File: src/hw/rtl/srtl_pkg.sv
// Package for the sorted region table lookup core.
// Table depth, derived widths, command codes and the structs shared by the cells.
// No dependencies.
package srtl_pkg;

  localparam int unsigned TABLE_DEPTH = 64;
  localparam int unsigned CNT_W       = $clog2(TABLE_DEPTH + 1);
  localparam int unsigned ADDR_W      = 32;
  localparam int unsigned POS_W       = 7;   // fixed width of position / entries_held

  typedef enum logic [1:0] {
    CMD_CLEAR  = 2'd0,
    CMD_INSERT = 2'd1,
    CMD_FIND   = 2'd2,
    CMD_LBOUND = 2'd3
  } cmd_e;

  // per-cycle load control for one cell
  typedef struct packed {
    logic load_new;   // take the inserted region
    logic shift_in;   // take the entry of the left neighbor
  } cell_ctl_t;

  // compare results of one cell against the current transfer
  typedef struct packed {
    logic lt_addr;    // base <  lookup address
    logic le_ins;     // base <= insert base
    logic eq_addr;    // base == lookup address
    logic holds;      // region contains lookup address
  } cell_flags_t;

endpackage

File: src/hw/rtl/srtl_bound.sv
// Boundary encoder: finds where a sorted "before" flag row turns from 1 to 0.
// Gives the one-hot boundary and its index. Depends on srtl_pkg.
module srtl_bound (
  input  logic [srtl_pkg::TABLE_DEPTH-1:0] before_i,
  output logic [srtl_pkg::TABLE_DEPTH:0]   bnd_o,
  output logic [srtl_pkg::CNT_W-1:0]       idx_o
);

  logic [srtl_pkg::TABLE_DEPTH:0] ext;

  // virtual cell past the end is never before
  assign ext = {1'b0, before_i};

  always_comb begin
    bnd_o[0] = ~ext[0];
    for (int k = 1; k <= srtl_pkg::TABLE_DEPTH; k++) begin
      bnd_o[k] = ext[k-1] & ~ext[k];
    end
  end

  always_comb begin
    idx_o = '0;
    for (int k = 0; k <= srtl_pkg::TABLE_DEPTH; k++) begin
      if (bnd_o[k]) idx_o = idx_o | srtl_pkg::CNT_W'(k);
    end
  end

endmodule
File: config.mk
export PLATFORM = sky130hd
export DESIGN_NAME = srtl_bound
export DESIGN_NICKNAME = d
export VERILOG_FILES = /design/src/hw/rtl/srtl_pkg.sv /design/src/hw/rtl/srtl_bound.sv
export SDC_FILE = /design/constraint.sdc
export NUM_CORES = 1
export LEC_CHECK = 0
export BUFFER_PORTS_ARGS = -buffer_cell sky130_fd_sc_hd__buf_2
export CAP_MARGIN = 10
export CORE_UTILIZATION = 31
export DETAILED_ROUTE_END_ITERATION = 16
export PLACE_DENSITY_LB_ADDON = 0.1
export RECOVER_POWER = 100
export REMOVE_ABC_BUFFERS = 1
export SYNTH_ARGS = -nofsm -noshare
export SYNTH_HDL_FRONTEND = slang
export SYNTH_SLANG_ARGS = --single-unit
File: constraint.sdc
create_clock -name vclk -period 1.67
set_input_delay 0 -clock vclk [all_inputs]
set_output_delay 0 -clock vclk [all_outputs]
set_load 0.02 [all_outputs]
==> results.md, run 1 <==
- Status: finished, final reports clean
- Number of gates resized after CTS: 0
- Routability cong.: 0.9631
- Nets@finish: 324
- Vias: 1419
- Routed len/inst: 13.12 um
- Fin crit period: 1.440 ns
- Cell taking the most area after synthesis: nor2b_1
- Die width: 53.14 um
- Distinct cells, synth: 24
- Setup Buffers After CTS: 0
- Synth Warn #: 0
- Synth area leaders: nor2b_1 (41%), nor4_1 (6.2%), nor2b_4 (5.1%)
- Share of layout cells above drive strength 1: 30.23%
- RSZ-0062 raised after global routing: false
- Least-Margin Pin Slew: 0.4468 ns
- Average cell area after synthesis: 6.592 um2
- First-pass GRT wire length: 5313 um
- Achievable Freq: 694.6 MHz
- Seq cells: 0
- Seq/Total Area, Yosys: 0%
- # IOs: 136
- Max FO, Critical Path: 3
- Clock buffers: 0
- Slowest Stage Delay on Critical Path: 0.53 ns
- Worst Path Required: 1.67 ns
- Area grow syn2layout: 76.23%
- Grt ovf: 0
- Dpl hpwl: 3499 um
- Setup CP Type: in -> out
- Vias in the first global route: 1239
- Critical path, cell by cell: buf_2, nor2b_4, or4_4, nor4_2, nand4_1, clkbuf_1
- Initial antenna violation count: 0
- Vias/cell: 4.927
- Slew headroom: 69.79%
- Min-Delay Path Class: in -> out
- Final period util: 86.21%
- Final ANT Viol Nets: 0
- Setup TNS: 0 ns
- VDD IR max: 0.1902 mV
- Hold Vio Cnt, Final: 0
- Static Leak: 0.6599 nW
- Synth Cell Area: 810.8 um2
- WP data arrival: 1.44 ns
- Mapped Cells: 123
- Placed insts: 288
- Power per cell area: 309.6 nW/um2
- Endpoints failing setup: 0
- Die Ht: 53.14 um
- Row Count: 18
- Critical path's top delay family: simple AND/OR/NAND/NOR gates
- Total GRT Usage: 25.15%
- Largest net degree at the start of global routing: 5
- Full die area: 2824 um2
- Synth top area share: 40.90%
- Cts hold-fix bufs: 0
- Critical Path End Type: output port
- Buf+Inv Stages, Crit Path: 2
- Final Max Tran Viols: 0
- Reg area: 0 um2
- Post-Route WL: 3778 um
- Port Buffers: 136
- CP startpoint kind: primary input
- Antenna fix cells: 0
- Final instance count without filler cells: 288
- Core ar.: 2477 um2
- Initial DRC count: 24
- Slowest-stage cell, CP: or4_4
- Initial Util: 32.73%
- Remaining routing DRC violations: 0
- First-pass iteration count of the detailed router: 4
- MaxCap Viol Count: 0
[cell usage after synthesis]
| library cell | count |
|---|---|
| nor4_1 | 8 |
| or3_1 | 2 |
| nand2b_1 | 4 |
| o2111ai_1 | 2 |
| nor4bb_1 | 2 |
| nor3_1 | 5 |
| nor2b_1 | 53 |
| or2b_1 | 1 |
| buf_4 | 2 |
| and3b_1 | 1 |
| nor4b_1 | 3 |
| a2111o_1 | 1 |
| nand3_1 | 3 |
| nand4_1 | 4 |
| or4_4 | 2 |
| nor2_1 | 7 |
| nor4b_2 | 1 |
| nor4_2 | 1 |
| or2_2 | 3 |
| inv_1 | 9 |
| and2b_1 | 1 |
| nor2b_4 | 3 |
| or4_1 | 4 |
| and4bb_2 | 1 |
[per-stage QoR]
stage | util, % | hold WS [ns] | setup WS (ns) | total power [W] | area (um2)
floorplan | - | 0 | 0.4079 | 0.0002562 | 795.8
global placement | 61.41 | 0.2402 | 0.2662 | 0.0004633 | 1521
detailed placement | 61.41 | 0.2404 | 0.2379 | 0.0004641 | 1521
CTS | 61.41 | 0.2419 | 0.2379 | 0.0004660 | 1521
global route | 57.68 | 0.2793 | 0.1531 | 0.0004800 | 1429
finish | 57.68 | 0.2666 | 0.2304 | 0.0004424 | 1429
[area by class of cell]
class / instances / area [um2]
fillers: 310 / 1049
inverters: 9 / 33.78
multi-input cells: 112 / 755.7
well taps: 30 / 37.54
repair buffers: 137 / 601.8
[placed cells by master (no fill, tap or decap), drive strengths merged, types with 3 or more instances in the layout]
cell / netlist / layout
or4: 6 / 6
nand2b: 4 / 4
nor3: 5 / 5
nand4: 4 / 4
nor2: 7 / 7
inv: 9 / 9
clkbuf: 0 / 70
nor4: 9 / 9
buf: 2 / 67
nor4b: 4 / 4
nand3: 3 / 3
or2: 3 / 3
nor2b: 56 / 56
[layer usage]
layer | up-vias | global-route usage [%] | wire length, um
met4 | 0 | 1.316 | 14
met1 | 633 | 29.63 | 1499
met3 | 2 | 1.149 | 333
li1 | 706 | - | -
met5 | - | 0 | 0
met2 | 78 | 50.84 | 1930
[cells by family after synthesis]
group	Yosys count	share of synthesized area, %
compound gates	3	3.550
buf+inv	11	6.018
simple gates	109	90.43
[report_power, final]
part           switching (W)  internal [W]  total [W]
clock                      0             0          0
sequential                 0             0          0
combinational       0.000272      0.000171   0.000442
[worst paths after layout]
kind	from	end	slack [ns]	cells past startpoint
worst min-delay path	before_i[63]	idx_o[6]	0.27	2
worst max-delay path	before_i[53]	idx_o[4]	0.23	6
(Power assumes the default switching activity.)
==> inputs of run 2 (changes only) <==
--- a/config.mk
+++ b/config.mk
@@ -14,2 +14,3 @@
 export REMOVE_ABC_BUFFERS = 1
+export SKIP_LAST_GASP = 1
 export SYNTH_ARGS = -nofsm -noshare
==> constraint.sdc (replaced) <==
create_clock -name vclk -period 1.67
set_input_delay 0 -clock vclk [all_inputs]
set_output_delay 0 -clock vclk [all_outputs]
set_load 0.01 [all_outputs]
==> results.md, run 2 (same netlist as run 1, synthesis figures left out) <==
- Status: finished, final reports clean
- Port Buffers: 136
- Area grow syn2layout: 74.54%
- First-pass GRT wire length: 5319 um
- Hold Vio Cnt, Final: 0
- CP startpoint kind: primary input
- Total GRT Usage: 25.33%
- Power per cell area: 264.3 nW/um2
- Post-route cell area: 1415 um2
- Setup Buffers After CTS: 0
- Routed len/inst: 13.22 um
- Cts hold-fix bufs: 0
- Dpl cell area: 1514 um2
- Initial Util: 32.73%
- End-of-flow core utilization: 57.12%
- Critical Path End Type: output port
- Number of gates resized after CTS: 0
- Nets@finish: 323
- Core ar.: 2477 um2
- First-pass iteration count of the detailed router: 4
- Routability cong.: 0.9373
- Post-Place Setup Slack: 0.2552 ns
- Fillcell total: 325
- Final Max Tran Viols: 0
- Vias/cell: 4.962
- Vias: 1424
- Reg area: 0 um2
- Die width: 53.14 um
- Largest net degree at the start of global routing: 5
- Endpoints failing setup: 0
- Full die area: 2824 um2
- Setup TNS: 0 ns
- Static Leak: 0.6500 nW
- Vias in the first global route: 1214
- Initial antenna violation count: 0
- Setup CP Type: in -> out
- VDD IR max: 0.1518 mV
- RSZ-0062 raised after global routing: false
- Row Count: 18
- Final WS setup: 0.2270 ns
- Remaining routing DRC violations: 0
- Worst Path Required: 1.67 ns
- # IOs: 136
- Min-Delay Path Class: in -> out
- Multi-input logic area: 750.7 um2
- Fin crit period: 1.443 ns
- Share of layout cells above drive strength 1: 29.18%
- Commonest non-fill, non-tap cell in the layout: clkbuf_1
- Seq cells: 0
- Initial DRC count: 8
- WP data arrival: 1.44 ns
- Post-Route WL: 3793 um
- Antenna fix cells: 0
- Clock buffers: 0
- Dpl hpwl: 3468 um
- Achievable Freq: 693.0 MHz
- Die Ht: 53.14 um
- Least-Margin Pin Slew: 0.4594 ns
- MaxCap Viol Count: 0
- Final ANT Viol Nets: 0
- Commonest non-fill, non-tap cells in the layout: clkbuf_1 (70), buf_2 (66), nor2b_1 (54)
- Final period util: 86.41%
- Total power: 0.0003740 W
- Max FO, Critical Path: 3
- Grt ovf: 0
- Slew headroom: 68.94%
run 2: worst paths after layout:
kind | startpoint | end | slack [ns] | depth (start not counted)
worst max-delay path | before_i[58] | idx_o[4] | 0.23 | 6
worst min-delay path | before_i[0] | bnd_o[0] | 0.22 | 3
run 2: through the flow:
stage / cells / hold slack (ns)
finish: 287 / 0.2211
global route: 287 / 0.2312
CTS: 287 / 0.2096
detailed placement: 287 / 0.2085
global placement: 287 / 0.2066
floorplan: 121 / 0
run 2: where the power goes:
group	internal (W)	total [W]	switching, W	leakage (nW)
sequential	0	0	0	0
combinational	0.000167	0.000374	0.000207	0.650
clock	0	0	0	0
total	0.000167	0.000374	0.000207	0.650
run 2: routing by layer:
metal  up-vias  track usage, %  wire [um]
met5         -               0          0
met4         0          0.8772          0
met3         0          0.5747        301
met2        80           50.21       1893
met1       637           31.14       1598
li1        707               -          -
run 2: cell type report:
| class | instances | share of cell area [%] |
|---|---|---|
| multi-input cells | 112 | 53.05 |
| repair buffers | 136 | 41.91 |
| well taps | 30 | 2.653 |
| inverters | 9 | 2.387 |
run 2: critical path, cell delays in order:
cell	delay, ns
buf_2	0.11
nor2b_1	0.17
or4_1	0.57
nor4_2	0.32
nand4_1	0.12
clkbuf_1	0.15
