==> src/hw/rtl/srtl_pkg.sv <==
// Package for the sorted region table lookup core.
// Table depth, derived widths, command codes and the structs shared by the cells.
// No dependencies.
package srtl_pkg;

  localparam int unsigned TABLE_DEPTH = 64;
  localparam int unsigned CNT_W       = $clog2(TABLE_DEPTH + 1);
  localparam int unsigned ADDR_W      = 32;
  localparam int unsigned POS_W       = 7;   // fixed width of position / entries_held

  typedef enum logic [1:0] {
    CMD_CLEAR  = 2'd0,
    CMD_INSERT = 2'd1,
    CMD_FIND   = 2'd2,
    CMD_LBOUND = 2'd3
  } cmd_e;

  // per-cycle load control for one cell
  typedef struct packed {
    logic load_new;   // take the inserted region
    logic shift_in;   // take the entry of the left neighbor
  } cell_ctl_t;

  // compare results of one cell against the current transfer
  typedef struct packed {
    logic lt_addr;    // base <  lookup address
    logic le_ins;     // base <= insert base
    logic eq_addr;    // base == lookup address
    logic holds;      // region contains lookup address
  } cell_flags_t;

endpackage

==> src/hw/rtl/srtl_cell.sv <==
// One table cell: holds one region and compares it with the current transfer.
// Shifts in its left neighbor's region on an insert below it.
// Depends on srtl_pkg.
module srtl_cell (
  input  logic                         clk_i,
  input  srtl_pkg::cell_ctl_t          ctl_i,
  input  logic [srtl_pkg::ADDR_W-1:0]  new_base_i,
  input  logic [srtl_pkg::ADDR_W-1:0]  new_len_i,
  input  logic [srtl_pkg::ADDR_W-1:0]  nbr_base_i,
  input  logic [srtl_pkg::ADDR_W-1:0]  nbr_len_i,
  input  logic [srtl_pkg::ADDR_W-1:0]  addr_i,
  output logic [srtl_pkg::ADDR_W-1:0]  base_o,
  output logic [srtl_pkg::ADDR_W-1:0]  len_o,
  output srtl_pkg::cell_flags_t        flags_o
);

  logic [srtl_pkg::ADDR_W-1:0] base_q, base_d;
  logic [srtl_pkg::ADDR_W-1:0] len_q, len_d;
  logic [srtl_pkg::ADDR_W-1:0] end_addr;

  always_comb begin
    base_d = base_q;
    len_d  = len_q;
    if (ctl_i.load_new) begin
      base_d = new_base_i;
      len_d  = new_len_i;
    end else if (ctl_i.shift_in) begin
      base_d = nbr_base_i;
      len_d  = nbr_len_i;
    end
  end

  always_ff @(posedge clk_i) begin
    base_q <= base_d;
    len_q  <= len_d;
  end

  // end wraps mod 2^32
  assign end_addr = base_q + len_q;

  always_comb begin
    flags_o.lt_addr = base_q < addr_i;
    flags_o.le_ins  = base_q <= new_base_i;
    flags_o.eq_addr = base_q == addr_i;
    flags_o.holds   = (addr_i >= base_q) && (addr_i < end_addr);
  end

  assign base_o = base_q;
  assign len_o  = len_q;

endmodule

==> config.mk <==
export PLATFORM = sky130hd
export DESIGN_NAME = srtl_cell
export DESIGN_NICKNAME = d
export VERILOG_FILES = /design/src/hw/rtl/srtl_pkg.sv /design/src/hw/rtl/srtl_cell.sv
export SDC_FILE = /design/constraint.sdc
export NUM_CORES = 1
export LEC_CHECK = 0
export BUFFER_PORTS_ARGS = -buffer_cell sky130_fd_sc_hd__buf_2
export CAP_MARGIN = 15
export CORE_MARGIN = 5
export CORE_UTILIZATION = 48
export CTS_BUF_LIST = sky130_fd_sc_hd__clkbuf_8
export DETAILED_ROUTE_END_ITERATION = 8
export PLACE_DENSITY = 0.88
export RECOVER_POWER = 100
export REMOVE_ABC_BUFFERS = 1
export SYNTH_ARGS = -nofsm -noshare
export SYNTH_HDL_FRONTEND = slang
export SYNTH_SLANG_ARGS = --single-unit
export TNS_END_PERCENT = 100
==> constraint.sdc <==
create_clock -name clk_i -period 2.9 [get_ports clk_i]
set_input_delay 0.145 -clock clk_i [delete_from_list [all_inputs] [get_ports clk_i]]
set_output_delay 0.145 -clock clk_i [all_outputs]
set_load 0.05 [all_outputs]
==> metrics, run 1 <==
post-route setup slack=-1.31 ns; TNS Setup=-1.31 ns; largest net degree at the start of global routing=65; mapped cell area=0.00668 mm²; first-pass GRT wire length=33800 µm; Synth area leader=edfxtp_1; Worst path slowest cell=a2111oi_4; Post-synth EDFFs=64; DRT iter0 DRCs=between 600 and 700; Routed WL per cell=between 15 and 20 µm; Synth top area share=between 20% and 30%; RSZ-0062 raised after global routing=true; Required @ worst endpoint=between 2 and 3 ns; Placer Congestion=0.964; delay-heaviest family, CP=compound AO/OA/AOI/OAI gates; Startpoint Class=flop; CP dominant cell by count=buf_4; Inserted Clock Buffers=9; Port Buffers=230; fin. max-slew vios=29; Pre-Repair DR Iteration Count=6; hold buffers post-CTS=0; crit-path max cell delay=about 0.52 ns; gr ovfl total=0; area of the die=0.0164 mm²; I/O Pins=231; H-tree depth=3; Worst Path Arrival=about 4 ns; slew margin rel.=-10.5%; worst vdd ir=about 0.00045 V; Main synth FF type=edfxtp_1; Buf+Inv Stages, Crit Path=4; Finished Layout Cells=roughly 1200; final-report setup violation count=1; Total Power=roughly 5300 µW; fraction of registers with async set/reset=0%; Cell variety after synth=55; Initial Utilization=48.5%; Root Driver=clkbuf_8; Period minus WS final=between 4 and 5 ns; Chip Width=around 130 µm; synth top area cells=edfxtp_1 (29%), ha_1 (24%), mux2_2 (11%); max-cap violations=1; worst-margin pin slew=between 1.5 and 2 ns; YS warnings=0; pwr dens=562 mW/mm²; worst path cell trace=ha_4 -> buf_4 -> o21ai_1 -> a2111oi_4 -> o31ai_4 -> and2_4 -> xor2_2 -> ha_1 -> nand4_1 -> nor3_2 -> buf_4 -> nand3_1 -> o211ai_1 -> and3_1 -> a211oi_2 -> buf_4 -> buf_12; DP HPWL=about 18000 µm; all-layer global routing usage=between 20% and 30%; CP max FO=4; total wire length=23700 µm; leakage power=around 0.0046 µW; CTS tree=built; Crit Path Category=reg2out; Final Hold Fails=0; violated checks=max-capacitance violations, max-slew violations, negative setup slack; core area=roughly 0.014 mm²; Die H=approximately 130 µm; CTS sink cnt=64; Mean Syn Cell Area=~9.9 µm²; Placed Cells incl. Taps=around 1200; # fillers=between 1000 and 1500; outcome=finished, violations left; DR DRC count=0; post-route ant nets=0; Place WS=-1.03 ns; Core Rows=43; vias in the first global route=6932; area grow syn2layout=41.9%; crit end category=primary output; nets=around 1300; Post-Syn Instances=between 600 and 700; vias=around 7100; Peak Freq=between 0.2 and 0.25 GHz; Seq cells post-synth=64; clk buf depth=2; Final period util=145%; Clock Pin Slew Worst Setup and Hold Paths=0.09 ns; HP Class=in2reg; most frequent cell after synthesis=ha_1; Seq/Total Area, Yosys=between 20% and 30%; routed vias/inst=a little under 6; antenna violations before repair=2; layout cells sized above 1=41.3%; most frequent cells after synthesis=ha_1 (126), inv_1 (72), edfxtp_1 (64), mux2_2 (64), a21oi_1 (57)
==> repair_timing <==
action / in CTS / in global routing
setup endpoints to repair: 2 / 3
buffers inserted: 7 / 4
pin swaps: 24 / 31
hold endpoints to repair: 0 / 0
resized for setup: 31 / 36
==> stage by stage <==
step / utilization [%] / hold slack, ns / instance area (µm²)
floorplan: - / 0.365 / 6620
global placement: 65.1 / 0.445 / 8970
detailed placement: 65.1 / 0.448 / 8970
CTS: 68.0 / 0.0382 / 9370
global route: 68.8 / 0.0433 / 9480
finish: 68.8 / 0.0587 / 9480
==> final timing paths <==
check / from / slack, ns / endpoint / depth (start not counted)
worst max-delay path: len_o[6] / -1.31 / flags_o[0] / 17
worst min-delay path: nbr_len_i[29] / 0.06 / len_o[29] / 2
==> cell type report <==
class | instances | area (µm²) | share of cell area [%]
Antenna cell | 1 | 2.50 | 0.0264
Clock buffer | 9 | 124 | 1.31
Clock inverter | 6 | 77.6 | 0.818
Inverter | 72 | 270 | 2.85
Multi-Input combinational cell | 525 | 4760 | 50.3
Sequential cell | 64 | 1920 | 20.3
Tap cell | 180 | 225 | 2.38
Timing Repair Buffer | 364 | 2090 | 22.1
==> cell families after synthesis <==
logic type      count (synthesis)  share of synthesized area, %
compound gates                180                          18.3
xor+xnor                       30                          3.93
fa+ha+maj                     127                          23.9
buf+inv                        85                          4.87
flops                          64                          28.8
mux                            64                          10.8
simple gates                  124                          9.46
==> report_power, final <==
| part | switching [µW] | internal, µW | leakage (µW) |
|---|---|---|---|
| Combinational | 1840 | 1390 | 0.00387 |
| Sequential | 83.7 | 1140 | 0.000652 |
| Clock | 395 | 470 | 0.000111 |
==> layer usage <==
metal  share of wire, %  global-route usage [%]  wire length, µm  up-vias
met1                 39                    32.4             9170     3256
met5              0.055                       0               13        -
met3                9.4                    6.17             2230      109
met4                4.5                    10.7             1070        2
met2                 47                    44.0            11200      429
li1                   -                       -                -     3260
==> state kept, by name, summed over array words and instances (netlist names) <==
name,flops
len_o,32
base_o,32
==> placed cells by master, fill, tap and decap left out, types with 14 or more instances in the layout <==
cell type  synthesis  layout
buf_2              4     162
buf_4              0     131
ha_1             126     118
inv_1             72      72
clkbuf_1           8      65
edfxtp_1          64      64
mux2_2            64      60
a21oi_1           57      48
a21o_1            36      36
nand2_1           34      33
nand4_1           24      24
nor2_1            24      24
o21ai_0           27      18
xnor2_1           15      14
xor2_1            15      14
(Power assumes the default switching activity.)
==> inputs of run 2 (changes only) <==
- CORE_MARGIN: 5 -> default
==> metrics, run 2 (synthesized netlist as in run 1, its figures left out) <==
Chip Width=between 100 and 150 µm; Pre-Repair DR Iteration Count=5; hold buffers post-CTS=0; worst-margin pin slew=1.63 ns; antenna violations before repair=1; vias in the first global route=around 6600; Critical Path Start=base_o[0]; slew margin rel.=-8.56%; Routed WL per cell=~17 µm; Hold Startpoint=nbr_base_i[7]; clk buf depth=2; all-layer global routing usage=between 20% and 30%; Period minus WS final=roughly 4 ns; core area=about 0.013 mm²; Peak Freq=around 0.25 GHz; placed inst area=roughly 0.0090 mm²; # fillers=~1100; Final Hold Fails=0; CP max FO=3; H-tree depth=3; TNS Setup=-1.08 ns; hold depth=2; commonest non-fill, non-tap cell in the layout=buf_2; Clock Pin Slew Worst Setup and Hold Paths=about 0.08 ns; DR DRC count=0; pwr dens=approximately 540 mW/mm²; final-report setup violation count=1; area grow syn2layout=38.7%; nets=1322; I/O Pins=231; Die H=120 µm; first-pass GRT wire length=about 31000 µm; fin. max-slew vios=31; Required @ worst endpoint=roughly 2.8 ns; largest net degree at the start of global routing=65; worst vdd ir=between 0.0004 and 0.0005 V; leakage power=about 0.0046 µW; CTS tree=built; routed vias/inst=5.45; crit end category=primary output; CTS sink cnt=64; max-cap violations=1; DRT iter0 DRCs=367; Final period util=137%; post-route setup slack=-1.08 ns; Place WS=-0.958 ns; layout cells sized above 1=roughly 40%; total wire length=20200 µm; Root Driver=clkbuf_8; Inserted Clock Buffers=9; Port Buffers=230; Core Util, Final=between 60 and 70%; post-route cell area=slightly above 0.009 mm²; gr ovfl total=0; Worst Path Arrival=around 3.8 ns; outcome=finished, violations left; Crit Path Category=reg2out; Core Rows=between 40 and 50; Placer Congestion=just over 0.9; RSZ-0062 raised after global routing=true; commonest non-fill, non-tap cells in the layout=buf_2 (162), buf_4 (126), ha_1 (121), inv_1 (71), clkbuf_1 (66); Initial Utilization=around 50%; Startpoint Class=flop; violated checks=max-capacitance violations, max-slew violations, negative setup slack; post-route ant nets=0; HP Class=in2reg; area of the die=about 0.014 mm²; DP HPWL=roughly 17000 µm; vias=6611
## run 2: timing repair
item / in CTS / in global routing
pin swaps: 12 / 25
setup buffers: 2 / 2
setup endpoints to repair: 2 / 3
resized for setup: 18 / 27
## run 2: layout make-up
| cell class | count | area [µm²] | area share (%) |
|---|---|---|---|
| diodes | 1 | 2.50 | 0.0270 |
| clock buffers | 9 | 124 | 1.34 |
| clock inverters | 7 | 63.8 | 0.689 |
| inverters | 72 | 270 | 2.92 |
| multi-input cells | 525 | 4600 | 49.6 |
| flip-flops and latches | 64 | 1920 | 20.7 |
| well taps | 176 | 220 | 2.38 |
| repair buffers | 360 | 2060 | 22.3 |
## run 2: through the flow
step	power, µW	hold slack (ns)	std cells
after floorplan	3000	0.365	661
final	5010	0.0606	1214
after CTS	4930	0.0389	1211
after detailed placement	4070	0.450	1193
after global placement	3980	0.446	1193
after global routing	5330	0.0542	1214
## run 2: power by group
group | internal, µW | switching (µW)
clock network | 389 | 393
registers | 1140 | 77.2
logic | 1310 | 1700
total | 2840 | 2170
## run 2: final timing paths
check / to / slack [ns]
hold / removal: base_o[7] / 0.06
setup / recovery: flags_o[0] / -1.08
## run 2: layer usage
metal / vias up / global-route usage, % / share of wire (%)
met2: 254 / 46.4 / 48
met3: 45 / 5.09 / 6.8
li1: 3254 / - / -
met5: - / 0 / 0
met1: 3058 / 35.6 / 43
met4: 0 / 11.3 / 2.6
## run 2: critical path, stage by stage (launching register included)
cell      delay (ns)
edfxtp_1        0.43
ha_4            0.20
inv_2           0.05
fa_2            0.21
nor2b_2         0.05
o211ai_1        0.25
a21oi_2         0.14
or3_4           0.36
buf_6           0.13
a22oi_4         0.15
buf_12          0.14
o31ai_4         0.05
xnor2_1         0.19
ha_1            0.27
a21o_1          0.19
a21oi_2         0.12
o211ai_1        0.11
a211oi_2        0.22
buf_6           0.20
==> inputs of run 3 (changes only) <==
- BUFFER_PORTS_ARGS: -buffer_cell sky130_fd_sc_hd__buf_2 -> -buffer_cell sky130_fd_sc_hd__buf_4
==> metrics, run 3 (synthesized netlist as in run 1, its figures left out) <==
nets=1337; Finished Layout Cells=roughly 1200; Min Hold Slack=roughly 0.060 ns; area of the die=0.0144 mm²; outcome=finished, violations left; CTS tree=built; Worst Path Arrival=between 3 and 4 ns; area grow syn2layout=47.9%; crit-path max cell delay=approximately 0.42 ns; CTS sink cnt=64; vias=around 7000; I/O Pins=231; Placer Congestion=0.927; DRT iter0 DRCs=539; commonest non-fill, non-tap cell in the layout=buf_4; violated checks=negative setup slack; first-pass GRT wire length=approximately 33000 µm; routed vias/inst=5.62; crit end category=primary output; worst-margin pin slew=1.28 ns; hold buffers post-CTS=0; Initial Utilization=between 40% and 50%; post-route ant nets=0; Required @ worst endpoint=about 2.8 ns; Core Rows=42; final-report setup violation count=1; all-layer global routing usage=between 20% and 30%; Total Power=slightly above 5000 µW; hold path endpoint=len_o[3]; total wire length=~22000 µm; Placed Cells incl. Taps=~1200; core area=about 0.013 mm²; DP HPWL=between 15000 and 20000 µm; Die H=120 µm; Port Buffers=230; clk buf depth=2; Routed WL per cell=17.8 µm; HP Class=in2reg; max-cap violations=0; leakage power=a little under 0.005 µW; Chip Width=between 100 and 150 µm; Inserted Clock Buffers=9; pwr dens=between 500 and 600 mW/mm²; antenna violations before repair=0; Period minus WS final=approximately 4.0 ns; post-route setup slack=-1.06 ns; CP max FO=3; hold depth=2; Final Hold Fails=0; # fillers=roughly 930; delay-heaviest family, CP=compound AO/OA/AOI/OAI gates; gr ovfl total=0; largest net degree at the start of global routing=between 60 and 70; Hold Startpoint=new_len_i[3]; vias in the first global route=between 6000 and 7000; Pre-Repair DR Iteration Count=5; RSZ-0062 raised after global routing=true; Peak Freq=0.252 GHz; commonest non-fill, non-tap cells in the layout=buf_4 (303), ha_1 (118), inv_1 (73), clkbuf_1 (65), edfxtp_1 (64); Worst path slowest cell=or3_4; Startpoint Class=flop; DR DRC count=0; slew margin rel.=between 10 and 15%; layout cells sized above 1=41.7%; H-tree depth=3; worst vdd ir=around 0.00036 V; Final period util=137%; number of diodes=0; worst path cell trace=ha_2 -> inv_2 -> fa_2 -> nor2b_2 -> o211ai_1 -> a21oi_2 -> or3_4 -> buf_6 -> a22oi_4 -> buf_12 -> o31ai_4 -> xnor2_1 -> ha_1 -> a21o_1 -> a21oi_2 -> o211ai_1 -> a211oi_2 -> buf_6; Crit Path Category=reg2out; Clock Pin Slew Worst Setup and Hold Paths=~0.080 ns; Buf+Inv Stages, Crit Path=4; Root Driver=clkbuf_8; fin. max-slew vios=0
[run 3: changes by cell type in the layout (fill, tap and decap cells not counted), sizes merged]
cell and delta:
diode -1, clkbuf -1, buf +16, inv +1, clkinvlp -1
[run 3: where the power goes]
| group | internal [µW] | switching, µW |
|---|---|---|
| sequential | 1140 | 80.7 |
| clock | 381 | 373 |
| combinational | 1450 | 1760 |
| total | 2970 | 2220 |
[run 3: area by class of cell]
| class | instances | area, µm² | area share (%) |
|---|---|---|---|
| sequential | 64 | 1920 | 19.5 |
| clock inverter | 7 | 55.1 | 0.557 |
| multi-input combinational | 525 | 4700 | 47.5 |
| timing repair buffer | 375 | 2590 | 26.2 |
| inverter | 72 | 270 | 2.74 |
| tap | 176 | 220 | 2.23 |
| clock buffer | 9 | 124 | 1.25 |
[run 3: layer usage]
layer | wire, µm | part of all wire [%] | GRT usage [%]
met5 | 0 | 0 | 0
met4 | 647 | 3.0 | 12.2
met3 | 1590 | 7.2 | 5.61
met2 | 10600 | 48 | 49.4
met1 | 9120 | 42 | 36.7
[run 3: worst max path at each step]
stage          startpoint         end  slack, ns  cells past startpoint
2_1_floorplan   base_o[0]  flags_o[0]      -1.65                     16
3_3_place_gp    base_o[0]  flags_o[0]      -0.73                     17
3_5_place_dp     len_o[0]  flags_o[0]      -0.83                     17
4_1_cts          len_o[0]  flags_o[0]      -1.19                     18
5_1_grt          len_o[2]  flags_o[0]      -1.27                     16
6_report        base_o[0]  flags_o[0]      -1.06                     18
[run 3: metrics by stage]
stage	area [µm²]	utilization (%)	setup WS, ns	TNS (ns)
2_1_floorplan	6620	-	-1.65	-1.82
3_3_place_gp	9640	72.0	-0.730	-0.730
3_5_place_dp	9640	72.0	-0.832	-0.832
4_1_cts	9940	74.2	-1.19	-1.19
5_1_grt	9880	73.7	-1.27	-1.31
6_report	9880	73.7	-1.06	-1.06
[run 3: what timing repair did]
action / 4_1_cts / 5_1_grt
buffers inserted: 2 / 2
gates resized for setup: 18 / 34
setup endpoints to repair: 2 / 3
pin swaps: 14 / 23
